`config.mk`:
```
export PLATFORM = sky130hd
export DESIGN_NAME = bfnl_div_stage
export DESIGN_NICKNAME = d
export VERILOG_FILES = /design/src/hw/rtl/best_fit_normal_length_search_core_defines.svh /design/src/hw/rtl/bfnl_pkg.sv /design/src/hw/rtl/bfnl_div_stage.sv
export SDC_FILE = /design/constraint.sdc
export NUM_CORES = 1
export LEC_CHECK = 0
export BUFFER_PORTS_ARGS = -buffer_cell sky130_fd_sc_hd__buf_2
export CORE_MARGIN = 2
export CORE_UTILIZATION = 50
export CTS_CLUSTER_DIAMETER = 100
export DETAILED_ROUTE_END_ITERATION = 10
export GPL_TIMING_DRIVEN = 0
export PLACE_DENSITY = 0.79
export REMOVE_ABC_BUFFERS = 1
export SETUP_SLACK_MARGIN = 0.5
export SLEW_MARGIN = 15
export SYNTH_ARGS = -nofsm -noshare
export SYNTH_HDL_FRONTEND = slang
export SYNTH_SLANG_ARGS = --single-unit
export TNS_END_PERCENT = 10
```
`constraint.sdc`:
```
create_clock -name clk_i -period 0.9 [get_ports clk_i]
set_input_delay 0.09 -clock clk_i [delete_from_list [all_inputs] [get_ports clk_i]]
set_output_delay 0.09 -clock clk_i [all_outputs]
set_load 0.005 [all_outputs]
```
`src/hw/rtl/best_fit_normal_length_search_core_defines.svh`:
```
// assertion helpers for the normal length search core
`ifndef BEST_FIT_NORMAL_LENGTH_SEARCH_CORE_DEFINES_SVH
`define BEST_FIT_NORMAL_LENGTH_SEARCH_CORE_DEFINES_SVH

// same-cycle implication, checked while out of reset
`define BFNL_ASSERT_NOW(label, ante, cons, msg) \
  label: assert property (@(posedge clk_i) disable iff (!rst_ni) (ante) |-> (cons)) \
    else $error(msg);

// next-cycle implication, checked while out of reset
`define BFNL_ASSERT_NEXT(label, ante, cons, msg) \
  label: assert property (@(posedge clk_i) disable iff (!rst_ni) (ante) |=> (cons)) \
    else $error(msg);

`endif

```
`src/hw/rtl/bfnl_pkg.sv`:
```
package bfnl_pkg;

  localparam int unsigned IN_W            = 16;
  localparam int unsigned MAG_W           = 16;
  localparam int unsigned Q_W             = 17;
  localparam int unsigned NUM_W           = 18;
  localparam int unsigned ERR_W           = 17;
  localparam int unsigned STEP_W          = 7;
  localparam int unsigned CODE_W          = 8;
  localparam int unsigned NUM_LANES       = 3;
  localparam int unsigned RECIP_SHIFT     = 28;
  localparam int unsigned RECIP_W         = 26;
  localparam int unsigned PROD_W          = RECIP_SHIFT + ERR_W;
  localparam int unsigned PROBE_STEPS_DEF = 127;

  localparam logic [Q_W-1:0]    Q_ONE       = 17'h10000;
  localparam logic [CODE_W-1:0] ZERO_CODE   = 8'd255;
  localparam logic [STEP_W-1:0] ZERO_STEP   = 7'd127;

  typedef struct packed {
    logic [MAG_W-1:0] rem;
    logic [Q_W-1:0]   sh;
    logic             neg;
  } div_lane_t;

  typedef struct packed {
    logic                            valid;
    logic                            zero;
    logic [MAG_W-1:0]                m;
    div_lane_t [NUM_LANES-1:0]       lane;
  } div_bus_t;

  typedef struct packed {
    logic                            valid;
    logic                            zero;
    logic [NUM_LANES-1:0][Q_W-1:0]   n;
    logic [NUM_LANES-1:0][Q_W-1:0]   l;
    logic [ERR_W-1:0]                best_err;
    logic [STEP_W-1:0]               best_step;
  } probe_bus_t;

  typedef struct packed {
    logic                            valid;
    logic                            zero;
    logic [NUM_LANES-1:0][Q_W-1:0]   n;
    logic [NUM_LANES-1:0][Q_W-1:0]   l;
    logic [NUM_LANES-1:0][NUM_W-1:0] num;
    logic [ERR_W-1:0]                best_err;
    logic [STEP_W-1:0]               best_step;
  } probe_mid_t;

endpackage

```
`src/hw/rtl/bfnl_div_stage.sv`:
```
module bfnl_div_stage (
  input  logic              clk_i,
  input  logic              rst_ni,
  input  logic              en_i,
  input  bfnl_pkg::div_bus_t in_i,
  output bfnl_pkg::div_bus_t out_o
);

  logic [bfnl_pkg::NUM_LANES-1:0][bfnl_pkg::MAG_W:0] trial;
  logic [bfnl_pkg::NUM_LANES-1:0]                    fits;
  bfnl_pkg::div_bus_t data_d, data_q;
  logic               valid_q;

  // one quotient bit per lane per stage
  for (genvar k = 0; k < bfnl_pkg::NUM_LANES; k++) begin : g_lane
    assign trial[k] = {in_i.lane[k].rem, in_i.lane[k].sh[bfnl_pkg::Q_W-1]};
    assign fits[k]  = trial[k] >= {1'b0, in_i.m};
  end

  always_comb begin
    data_d = in_i;
    for (int k = 0; k < bfnl_pkg::NUM_LANES; k++) begin
      data_d.lane[k].rem = fits[k] ? bfnl_pkg::MAG_W'(trial[k] - {1'b0, in_i.m})
                                   : trial[k][bfnl_pkg::MAG_W-1:0];
      data_d.lane[k].sh  = {in_i.lane[k].sh[bfnl_pkg::Q_W-2:0], fits[k]};
    end
  end

  always_ff @(posedge clk_i or negedge rst_ni) begin
    if (!rst_ni) begin
      valid_q <= 1'b0;
    end else if (en_i) begin
      valid_q <= in_i.valid;
    end
  end

  always_ff @(posedge clk_i) begin
    if (en_i) begin
      data_q <= data_d;
    end
  end

  always_comb begin
    out_o       = data_q;
    out_o.valid = valid_q;
  end

endmodule

```
==> results <==
- The run finished, with violations left.
- The final reports fail on negative hold slack, negative setup slack.
- The initial cell density of the core is between 50% and 60%.
- The count of flip-flops with a built-in enable after synthesis is around 120.
- The count of endpoints failing hold in the final timing report is just under 70.
- The post-detailed-route via-to-cell ratio is roughly 5.6.
- The relative max-transition margin is roughly three quarters.
- The number of cells traversed by the worst hold path is 1.
- The floorplan step defined a core boundary enclosing 12720 um2.
- The total number of yosys warnings is 0.
- The primary flip-flop cell chosen by synthesis mapping is sky130_fd_sc_hd__edfxtp_1.
- The combined area of all synthesized cells is ~6600 um2.
- The clock group share of total power is between 30 and 40%.
- Clock-pin slew was measured on the worst setup and hold paths at approximately 60 ps.
- Counting the buffers created by CTS gives 17.
- After clock tree synthesis, the flow added hold-fix buffers numbering 1.
- The sequential-to-total area share from yosys stat is between 50% and 60%.
- During I/O placement, the number of pins put on the boundary was 243.
- The number of cells on the worst reg-to-reg path is 1.
- Summed over all layers, the routed wires come to between 20000 and 25000 um.
- The worst-case IR drop observed on VDD is between 1 and 1.5 mV.
- Max-cap violations in this run came to 0.
- The count of cells in the finished layout, fillers not included, comes to 1000.
- The internal power is about 14 mW.
- The clock net in this run drives a total of between 100 and 150 sinks.
- The switching power of the nets is 5.162 mW.
- The number of diodes added for antenna fixing is 0.
- The slew of the pin with the lowest slew margin is approximately 400 ps.
- The worst setup path is captured at a flip-flop.
- The H-tree depth is 4.
- The maximum buffer depth of the clock tree is 2.
- The share of total power dissipated in sequential elements is a little under two fifths.
- The die covers between 10000 and 15000 um2.
- The proportion of layout cells with a drive suffix above 1 is a little under three fifths.
- Of all flip-flops after synthesis, the portion carrying an async set or reset was less than 1%.
- Setup repair after global routing could not meet its margin everywhere.
- The cell with the largest stage delay on the worst path is sky130_fd_sc_hd__o31a_1.
- The critical path runs through a total of 12 cells.
- The sum of overflow across all layers after global routing is 0.
- Once layout is done, the placed cells without fillers occupy between 9000 and 10000 um2.
- The mean routed wirelength per cell is just over 20 um.
- The number of distinct library cells after synthesis is 60.
- The number of synthesized register bits is 120.
- The via count of the first global-routing pass is approximately 5600.
- The setup slack after placement is -2201 ps.
- The critical path is of the input port to flip-flop type.
- The count of vias placed by the detailed router is around 5600.
- The count of buffer and inverter cells on the critical path is 5.
- The post-route DRC violation count is 0.
- For this run, the detailed router's first-pass iteration total came to 5.
- The first routing iteration left 337 violations.
- The nature of the critical path startpoint is an input port.
- The worst-case hold slack is -148.7 ps.
- The final worst slack is -1081 ps.
- Row generation in the floorplan step produced roughly 40 rows.
- The count of nets left with antenna violations once routing finished came out at 0.
- The final setup TNS is -59910 ps.
- The final number of setup-violating endpoints is approximately 170.
- Data on the critical path is required at its endpoint by about 1100 ps.
- The largest net degree at the start of global routing is 76.
- The number of I/O port buffers is approximately 240.
- For the finished layout, the period the worst path requires is roughly 2000 ps.
- The first global-routing pass estimated between 30000 and 40000 um of wire.
- The switching power share of the total is a little over a quarter.
- The net count of the finished layout is 989.
- After detailed placement, the total cell area comes to between 7000 and 8000 um2.
- Routability-driven placement finished with a final weighted congestion of 0.8689.
- The fraction of power consumed by combinational cells is around a quarter.
- Grouping stages by cell kind, the critical path spends the most delay in compound AO/OA/AOI/OAI gates.
- Walking the worst path, the cells encountered are buf_8 -> inv_8 -> buf_6 -> ha_4 -> o21a_1 -> o31a_1 -> o31a_1 -> o2111ai_2 -> a31oi_4 -> buf_6 -> buf_12 -> mux2_4.
- The completed layout was analyzed and its total power is 19.03 mW.
- From synthesis to final layout, the design area changed by 50.80%.
- The final max-slew violation count is 0.
- Of all nets on the critical path, the largest fanout is 5.
- The analysis attributes to cell leakage a power of between 4 and 5 nW.
- The achievable frequency is ~500 MHz.
- A synthesized cell averages between 10 and 15 um2.
- The cell count after synthesis is roughly 510.
- The cell area power density is approximately 1900 nW/um2.
- Once detailed placement completed, the half-perimeter wirelength came to around 13000 um.
- The worst-skew pair later-pin latency is between 400 and 500 ps.
- The minimum setup slack among reg-to-reg paths is roughly 160 ps.
- The initial antenna violation count was 1.
- Data on the critical path arrives at its endpoint at approximately 2100 ps.
- From left edge to right edge, the die measures about 120 um.
- The path class of the tightest hold or removal check is input port to flip-flop.
- The part of the cycle the worst path needs is 220.1%.
- TritonCTS built the clock tree.
- The number of placed instances with taps included is approximately 900.
- The peak per-stage delay on the critical path is between 300 and 400 ps.
- The root buffer cell is sky130_fd_sc_hd__clkbuf_16.
- The clock arrives with 0 ps of skew.
- The height of the die is between 100 and 150 um.
- The aggregate global-route resource usage is between 20% and 30%.
-- final timing paths --
check,startpoint,end
worst max-delay path,in_i[104],out_o[97]$_DFFE_PP_
worst min-delay path,in_i[118],out_o[118]$_DFFE_PP_
worst max register to register,valid_q$_DFFE_PN0P_,valid_q$_DFFE_PN0P_
worst min register to register,valid_q$_DFFE_PN0P_,valid_q$_DFFE_PN0P_
max in group asynchronous,rst_ni,valid_q$_DFFE_PN0P_
min in group asynchronous,rst_ni,valid_q$_DFFE_PN0P_
-- final cells by class --
type                    instances  area [um2]
multi-input cells             354        3475
fillers                       759        2813
flip-flops and latches        120        3598
repair buffers                295        1856
well taps                     172       215.2
inverters                      27       150.1
clock buffers                  17       425.4
clock inverters                15       190.2
-- Yosys cell counts (4+ instances only) --
| cell | n | area [um2] |
|---|---|---|
| sky130_fd_sc_hd__nor2b_1 | 6 | 37.54 |
| sky130_fd_sc_hd__nand3_1 | 4 | 20.02 |
| sky130_fd_sc_hd__nor3_1 | 6 | 30.03 |
| sky130_fd_sc_hd__nand2_1 | 16 | 60.06 |
| sky130_fd_sc_hd__mux2i_1 | 5 | 50.05 |
| sky130_fd_sc_hd__inv_1 | 27 | 101.4 |
| sky130_fd_sc_hd__and3_1 | 6 | 37.54 |
| sky130_fd_sc_hd__xor2_1 | 9 | 78.83 |
| sky130_fd_sc_hd__xnor2_1 | 24 | 210.2 |
| sky130_fd_sc_hd__ha_1 | 48 | 600.6 |
| sky130_fd_sc_hd__nand2b_1 | 8 | 50.05 |
| sky130_fd_sc_hd__mux2_2 | 40 | 450.4 |
| sky130_fd_sc_hd__a31oi_1 | 17 | 106.4 |
| sky130_fd_sc_hd__o21a_1 | 9 | 67.56 |
| sky130_fd_sc_hd__o21ai_0 | 14 | 70.07 |
| sky130_fd_sc_hd__edfxtp_1 | 119 | 3573 |
| sky130_fd_sc_hd__o31a_1 | 4 | 35.03 |
| sky130_fd_sc_hd__a211oi_1 | 5 | 37.54 |
| sky130_fd_sc_hd__nor2_1 | 29 | 108.9 |
| sky130_fd_sc_hd__a21o_1 | 15 | 112.6 |
| sky130_fd_sc_hd__a21oi_1 | 33 | 165.2 |
-- cells in the final DEF (no fill, tap or decap), drive strengths merged, types with 4 or more instances in the layout --
cell type / Yosys / final
a211oi: 6 / 6
a21o: 15 / 15
mux2i: 5 / 5
nor2: 29 / 29
and3: 7 / 7
a31oi: 18 / 18
clkbuf: 1 / 18
nor2b: 6 / 6
clkinvlp: 0 / 5
ha: 48 / 48
nand2: 16 / 16
buf: 6 / 293
o31a: 5 / 5
a21oi: 34 / 35
nand2b: 8 / 8
nor3: 6 / 6
mux2: 41 / 41
xnor2: 24 / 24
o21ai: 16 / 16
edfxtp: 119 / 119
o21a: 9 / 9
inv: 27 / 32
xor2: 9 / 9
nand3: 4 / 4
-- logic make-up after synthesis --
family	count (synthesis)	share of synthesized area (%)
buf+inv	34	2.228
compound gates	129	13.40
fa+ha+maj	51	10.05
mux	46	7.845
xor+xnor	33	4.398
flops	120	54.76
simple gates	94	7.312
-- registers in the layout, summed over array words and instances, names as in the netlist --
name and count:
valid_q 1, out_o 119
-- per-stage QoR --
step / hold slack, ps / util [%]
after floorplan: -205.6 / -
after global placement: -133.6 / 62.51
after detailed placement: -133.5 / 62.78
after CTS: -160.9 / 75.61
after global routing: -162.0 / 77.89
final: -148.7 / 77.89
-- what timing repair did --
action	in CTS	in global routing
resized for setup	137	34
endpoints found under the setup margin	286	246
buffers inserted	33	15
pin swaps	30	23
endpoints found under the hold margin	73	69
cloned	3	1
-- routing by layer --
| metal | up-vias | part of all wire (%) | GRT usage [%] |
|---|---|---|---|
| li1 | 2596 | - | - |
| met1 | 2685 | 36 | 30.74 |
| met2 | 276 | 54 | 52.08 |
| met3 | 42 | 7.8 | 7.336 |
| met4 | 2 | 2.3 | 9.449 |
| met5 | - | 0.054 | 0 |
-- power by group through the flow --
stage	Combinational (mW)	Clock (mW)	Sequential (mW)
floorplan	1.93	0	7.29
global route	5.15	7.44	7.14
global placement	3.45	0	7.18
detailed placement	3.54	0	7.18
CTS	4.46	7.20	7.08
finish	4.81	7.13	7.09
Power figures use the tool's default switching activity.
