--- config.mk ---
export PLATFORM = sky130hd
export DESIGN_NAME = bfnl_probe_cell
export DESIGN_NICKNAME = d
export VERILOG_FILES = /design/src/hw/rtl/best_fit_normal_length_search_core_defines.svh /design/src/hw/rtl/bfnl_pkg.sv /design/src/hw/rtl/bfnl_probe_cell.sv
export SDC_FILE = /design/constraint.sdc
export NUM_CORES = 1
export LEC_CHECK = 0
export BUFFER_PORTS_ARGS = -buffer_cell sky130_fd_sc_hd__buf_2
export CORE_MARGIN = 1
export CORE_UTILIZATION = 50
export CTS_CLUSTER_SIZE = 30
export DETAILED_ROUTE_END_ITERATION = 12
export PLACE_DENSITY = 0.69
export SETUP_SLACK_MARGIN = 0.5
export SLEW_MARGIN = 20
export SYNTH_ARGS = -nofsm -noshare
export SYNTH_HDL_FRONTEND = slang
export SYNTH_SLANG_ARGS = --single-unit
--- constraint.sdc ---
create_clock -name clk_i -period 30.5 [get_ports clk_i]
set_input_delay 4.575 -clock clk_i [delete_from_list [all_inputs] [get_ports clk_i]]
set_output_delay 4.575 -clock clk_i [all_outputs]
set_load 0.02 [all_outputs]
--- src/hw/rtl/best_fit_normal_length_search_core_defines.svh ---
// assertion helpers for the normal length search core
`ifndef BEST_FIT_NORMAL_LENGTH_SEARCH_CORE_DEFINES_SVH
`define BEST_FIT_NORMAL_LENGTH_SEARCH_CORE_DEFINES_SVH

// same-cycle implication, checked while out of reset
`define BFNL_ASSERT_NOW(label, ante, cons, msg) \
  label: assert property (@(posedge clk_i) disable iff (!rst_ni) (ante) |-> (cons)) \
    else $error(msg);

// next-cycle implication, checked while out of reset
`define BFNL_ASSERT_NEXT(label, ante, cons, msg) \
  label: assert property (@(posedge clk_i) disable iff (!rst_ni) (ante) |=> (cons)) \
    else $error(msg);

`endif

--- src/hw/rtl/bfnl_pkg.sv ---
package bfnl_pkg;

  localparam int unsigned IN_W            = 16;
  localparam int unsigned MAG_W           = 16;
  localparam int unsigned Q_W             = 17;
  localparam int unsigned NUM_W           = 18;
  localparam int unsigned ERR_W           = 17;
  localparam int unsigned STEP_W          = 7;
  localparam int unsigned CODE_W          = 8;
  localparam int unsigned NUM_LANES       = 3;
  localparam int unsigned RECIP_SHIFT     = 28;
  localparam int unsigned RECIP_W         = 26;
  localparam int unsigned PROD_W          = RECIP_SHIFT + ERR_W;
  localparam int unsigned PROBE_STEPS_DEF = 127;

  localparam logic [Q_W-1:0]    Q_ONE       = 17'h10000;
  localparam logic [CODE_W-1:0] ZERO_CODE   = 8'd255;
  localparam logic [STEP_W-1:0] ZERO_STEP   = 7'd127;

  typedef struct packed {
    logic [MAG_W-1:0] rem;
    logic [Q_W-1:0]   sh;
    logic             neg;
  } div_lane_t;

  typedef struct packed {
    logic                            valid;
    logic                            zero;
    logic [MAG_W-1:0]                m;
    div_lane_t [NUM_LANES-1:0]       lane;
  } div_bus_t;

  typedef struct packed {
    logic                            valid;
    logic                            zero;
    logic [NUM_LANES-1:0][Q_W-1:0]   n;
    logic [NUM_LANES-1:0][Q_W-1:0]   l;
    logic [ERR_W-1:0]                best_err;
    logic [STEP_W-1:0]               best_step;
  } probe_bus_t;

  typedef struct packed {
    logic                            valid;
    logic                            zero;
    logic [NUM_LANES-1:0][Q_W-1:0]   n;
    logic [NUM_LANES-1:0][Q_W-1:0]   l;
    logic [NUM_LANES-1:0][NUM_W-1:0] num;
    logic [ERR_W-1:0]                best_err;
    logic [STEP_W-1:0]               best_step;
  } probe_mid_t;

endpackage

--- src/hw/rtl/bfnl_probe_cell.sv ---
module bfnl_probe_cell #(
  parameter int unsigned STEP = 1
) (
  input  logic                clk_i,
  input  logic                rst_ni,
  input  logic                en_i,
  input  bfnl_pkg::probe_bus_t in_i,
  output bfnl_pkg::probe_bus_t out_o
);

  localparam int unsigned LEN   = 2 * STEP + 1;
  localparam longint unsigned RECIP =
    ((64'd1 << bfnl_pkg::RECIP_SHIFT) + 64'(2 * LEN) - 64'd1) / 64'(2 * LEN);

  logic [bfnl_pkg::NUM_LANES-1:0][bfnl_pkg::Q_W-1:0]    l_new;
  logic [bfnl_pkg::NUM_LANES-1:0][bfnl_pkg::Q_W-1:0]    dev;
  logic [bfnl_pkg::NUM_LANES-1:0][bfnl_pkg::PROD_W-1:0] prod;
  logic [bfnl_pkg::NUM_LANES-1:0][bfnl_pkg::ERR_W-1:0]  err;
  logic [bfnl_pkg::ERR_W-1:0]                           err_max;
  logic                                                 take;

  bfnl_pkg::probe_mid_t mid_d, mid_q;
  logic                 mid_valid_q;
  bfnl_pkg::probe_bus_t res_d, res_q;
  logic                 res_valid_q;

  // first half: running product n*len kept modulo 2^17, distance to the code grid
  for (genvar k = 0; k < bfnl_pkg::NUM_LANES; k++) begin : g_dev
    assign l_new[k] = in_i.l[k] + {in_i.n[k][bfnl_pkg::Q_W-2:0], 1'b0};
    assign dev[k]   = l_new[k][bfnl_pkg::Q_W-1] ? {1'b0, l_new[k][bfnl_pkg::Q_W-2:0]}
                                                 : bfnl_pkg::Q_ONE - l_new[k];
  end

  always_comb begin
    mid_d           = '0;
    mid_d.valid     = in_i.valid;
    mid_d.zero      = in_i.zero;
    mid_d.n         = in_i.n;
    mid_d.l         = l_new;
    mid_d.best_err  = in_i.best_err;
    mid_d.best_step = in_i.best_step;
    for (int k = 0; k < bfnl_pkg::NUM_LANES; k++) begin
      // 2*|d| + len, divided by 2*len in the second half
      mid_d.num[k] = {dev[k], 1'b0} + bfnl_pkg::NUM_W'(LEN);
    end
  end

  always_ff @(posedge clk_i or negedge rst_ni) begin
    if (!rst_ni) begin
      mid_valid_q <= 1'b0;
    end else if (en_i) begin
      mid_valid_q <= in_i.valid;
    end
  end

  always_ff @(posedge clk_i) begin
    if (en_i) begin
      mid_q <= mid_d;
    end
  end

  // second half: reciprocal multiply gives the rounded error, then keep the best
  for (genvar k = 0; k < bfnl_pkg::NUM_LANES; k++) begin : g_err
    assign prod[k] = bfnl_pkg::PROD_W'(mid_q.num[k]) *
                     bfnl_pkg::PROD_W'(RECIP[bfnl_pkg::RECIP_W-1:0]);
    assign err[k]  = prod[k][bfnl_pkg::PROD_W-1:bfnl_pkg::RECIP_SHIFT];
  end

  always_comb begin
    err_max = err[0];
    for (int k = 1; k < bfnl_pkg::NUM_LANES; k++) begin
      if (err[k] > err_max) begin
        err_max = err[k];
      end
    end
  end

  assign take = (STEP == 1) || (err_max < mid_q.best_err);

  always_comb begin
    res_d.valid     = mid_q.valid;
    res_d.zero      = mid_q.zero;
    res_d.n         = mid_q.n;
    res_d.l         = mid_q.l;
    res_d.best_err  = take ? err_max : mid_q.best_err;
    res_d.best_step = take ? bfnl_pkg::STEP_W'(STEP) : mid_q.best_step;
  end

  always_ff @(posedge clk_i or negedge rst_ni) begin
    if (!rst_ni) begin
      res_valid_q <= 1'b0;
    end else if (en_i) begin
      res_valid_q <= mid_valid_q;
    end
  end

  always_ff @(posedge clk_i) begin
    if (en_i) begin
      res_q <= res_d;
    end
  end

  always_comb begin
    out_o       = res_q;
    out_o.valid = res_valid_q;
  end

endmodule

==> out/summary.log <==
INFO  grt            largest_net_degree_at_the_start_of_global_routing=82
INFO  critical_path  timing.critical_path.max_delay_family=adder cells
INFO  hold_path      worst_hold_path_type=reg -> reg
INFO  synth          synth.top_cells.by_area=sky130_fd_sc_hd__edfxtp_1, sky130_fd_sc_hd__fa_1, sky130_fd_sc_hd__ha_1, sky130_fd_sc_hd__inv_1, sky130_fd_sc_hd__xnor2_1
INFO  synth          dominantRegCellSynth=sky130_fd_sc_hd__edfxtp_1
INFO  cts            worst_setup_hold_path_clk_slew=0.06ns
INFO  finish         most_common_cell_after_layout_fill_and_taps_aside=sky130_fd_sc_hd__inv_1
INFO  floorplan      num_rows=89
INFO  cts            cts.repair.resized=0
INFO  run            max_cap_violations=0
INFO  detailed_routing route.final.wire_length=65600µm
INFO  critical_path  crit_path_max_incr_delay=0.94ns
INFO  synth          synth_edf_count=273
INFO  grt            overflow=0
INFO  critical_path  critical_path_required=30.87ns
INFO  sta            timing.final.crit_share=41.1%
INFO  grt            via_count_of_the_first_global_routing_pass=22600
INFO  synth          synth_async_sr_flop_share=0.727%
INFO  critical_path  worst-path-buf-inv=3
INFO  synth          synth.cell_area=30200µm²
INFO  cts            ctsRootBufferMaster=sky130_fd_sc_hd__clkbuf_16
INFO  synth          synth_largest_area_cell=sky130_fd_sc_hd__edfxtp_1
INFO  critical_path  critical_path_class=reg -> reg
INFO  detailed_routing ant_nets=0
INFO  floorplan      floorplan.die_area=61400µm²
INFO  grt            grt_pass1_wl=110000µm
INFO  sta            worst-slew-pin-transition=1.07ns
INFO  synth          synth.avg_cell_area=10.7µm²
INFO  grt            antenna_found_initial=0
INFO  detailed_routing vias_per_cell=5.44
INFO  critical_path  critical-path-top-cell-by-count=sky130_fd_sc_hd__a21o_1
INFO  critical_path  worst_setup_path_start_kind=flop
INFO  finish         nNetsFinal=3953
INFO  detailed_routing detailedRoute.firstPassIterationCount=9
INFO  synth          synth-seq-area-share=27.3%
INFO  cts            clock_insertion_delay_worst_skew=0.61ns
INFO  cts            tritoncts.num_buffers=31
INFO  sta            slew_headroom=26.7%
INFO  detailed_routing remaining_drc_errors=6
INFO  floorplan      die_outline_height=248µm
INFO  critical_path  crit_path_max_fanout=26
INFO  detailed_routing route.detailed.wl_per_inst=17.0µm
INFO  finish         fraction_of_final_layout_cells_sized_beyond_drive_strength_1=11.2%
INFO  floorplan      initial_core_utilization=50.9%
INFO  cts            cts-hold-fix-buffers=0
INFO  critical_path  endpoint_kind=flop
INFO  sta            hold_violations=0
INFO  synth          synth_warn=0
INFO  sta            worst_clock_skew=0.0195ns
INFO  detailed_routing via_count=21000
INFO  run_status     violated_checks=design-rule violations
INFO  cts            tritoncts=yes
INFO  critical_path  timing.critical_path.slowest_stage_cell=sky130_fd_sc_hd__a2111oi_0
INFO  run_status     run_status=complete, but fails checks
INFO  floorplan      core-area=59400µm²
INFO  sta            min_period=12.53ns
INFO  placed_design  port-buffer-count=226
INFO  sta            rsz0062_at_grt=false
INFO  cts            post_cts.repair.setup_buffers=0
INFO  cts            cts.sink_count=275
INFO  sta            report.final.slew_viol_count=0
INFO  synth          post_synth_inst_count=2827
INFO  finish         layout-area-overhead-vs-synth=10.1%
INFO  sta            report.final.setup_viol=0
INFO  synth          synth_largest_type_area_fraction=27.1%
INFO  placed_design  hpwlAfterDp=55200µm
INFO  grt            grt_usage=22.1%
INFO  cts            cts_max_path_buffers=3
INFO  finish         n_antenna_cell=0
INFO  sta            timing.fmax=79.8MHz
INFO  synth          synth-seq-cells=275
INFO  synth          yosysUniqueCellTypes=106
INFO  critical_path  worstPathArrival=12.90ns
INFO  sta            timing.setup.tns=0ns
INFO  cts            h-tree-depth=1
INFO  floorplan      ioPinCount=259
INFO  placed_design  place_congestion=0.908
INFO  detailed_routing drtIter0Drc=965
INFO  floorplan      die-width=248µm
INFO  finish         final_cell_mix=sky130_fd_sc_hd__inv_1, sky130_fd_sc_hd__ha_1, sky130_fd_sc_hd__fa_1
[metrics by stage]
step | hold slack [ns] | setup slack (ns) | cell area [µm²] | utilization, % | std cells
2_1_floorplan | 0.400 | 20.45 | 30200 | - | 2833
3_3_place_gp | 0.401 | 18.10 | 32200 | 54.3 | 3806
3_5_place_dp | 0.405 | 18.09 | 32200 | 54.3 | 3806
4_1_cts | 0.398 | 18.06 | 33300 | 56.1 | 3863
5_1_grt | 0.408 | 17.15 | 33300 | 56.1 | 3863
6_report | 0.406 | 17.97 | 33300 | 56.1 | 3863
[final timing paths]
path,to,cells after the start,slack (ns),start
min in group asynchronous,mid_valid_q$_DFFE_PN0P_,1,3.75,rst_ni
min reg2reg,out_o[107]$_DFFE_PP_,0,0.41,mid_q[161]$_DFFE_PP_
min,out_o[107]$_DFFE_PP_,0,0.41,mid_q[161]$_DFFE_PP_
max,out_o[15]$_DFFE_PP_,36,17.97,mid_q[47]$_DFFE_PP_
max in group asynchronous,res_valid_q$_DFFE_PN0P_,1,26.65,rst_ni
max reg2reg,out_o[15]$_DFFE_PP_,36,17.97,mid_q[47]$_DFFE_PP_
[synth_stat cells, drive strengths merged, types with 6 or more instances]
cell and instances:
nor3 42, a31o 6, nand2b 16, fa 311, nor4 15, nand3 49, nand4 21, o21bai 21
clkbuf 11, inv 601, or2 12, a221oi 10, a2111oi 13, buf 21, o211ai 15, a211oi 21
nand2 83, xor2 55, or3 14, o22ai 7, nor2 115, o21ai 73, mux2 7, nor3b 6
o221ai 7, a21o 73, mux2i 14, and2 21, o31ai 11, a21oi 121, a31oi 18, and3 27
o21a 22, a211o 14, o31a 7, ha 445, nor2b 19, and4 6, a2111o 6, xnor2 106
edfxtp 273
[cell type report]
class,instances,area [µm²]
Inverter,602,2260
Clock buffer,42,857
Clock inverter,15,205
Fill cell,5138,26100
Multi-Input combinational cell,1924,19500
Sequential cell,275,8250
Timing Repair Buffer,232,1190
Tap cell,773,967
[cells by family (layout without fill, tap and decap cells)]
kind of cell	after synthesis	count (layout)	share of synthesized area [%]
AOI/OAI and AO/OA	507	507	11.9
xor gates and xnor gates	161	161	4.74
adders and majority gates	758	758	39.1
muxes	21	21	0.725
buffers and inverters	634	891	8.08
and+or+nand+nor	469	469	8.17
other	2	8	0.0249
DFF	275	275	27.3
[flip-flops by register name, summed over array words and instances, names as in the netlist]
name / count
mid_q: 154
out_o: 119
res_valid_q: 1
mid_valid_q: 1
[per-layer routing]
| metal | vias up | wire, µm | GRT usage (%) |
|---|---|---|---|
| met4 | 0 | 1980 | 6.53 |
| met3 | 103 | 2730 | 3.16 |
| met5 | - | 0 | 0 |
| met2 | 412 | 33500 | 40.6 |
| met1 | 10300 | 27400 | 26.7 |
| li1 | 10200 | - | - |
Power is left out: the tool's default activity adds up to more than one toggle a clock period on the data nets, which glitch-free logic cannot reach.
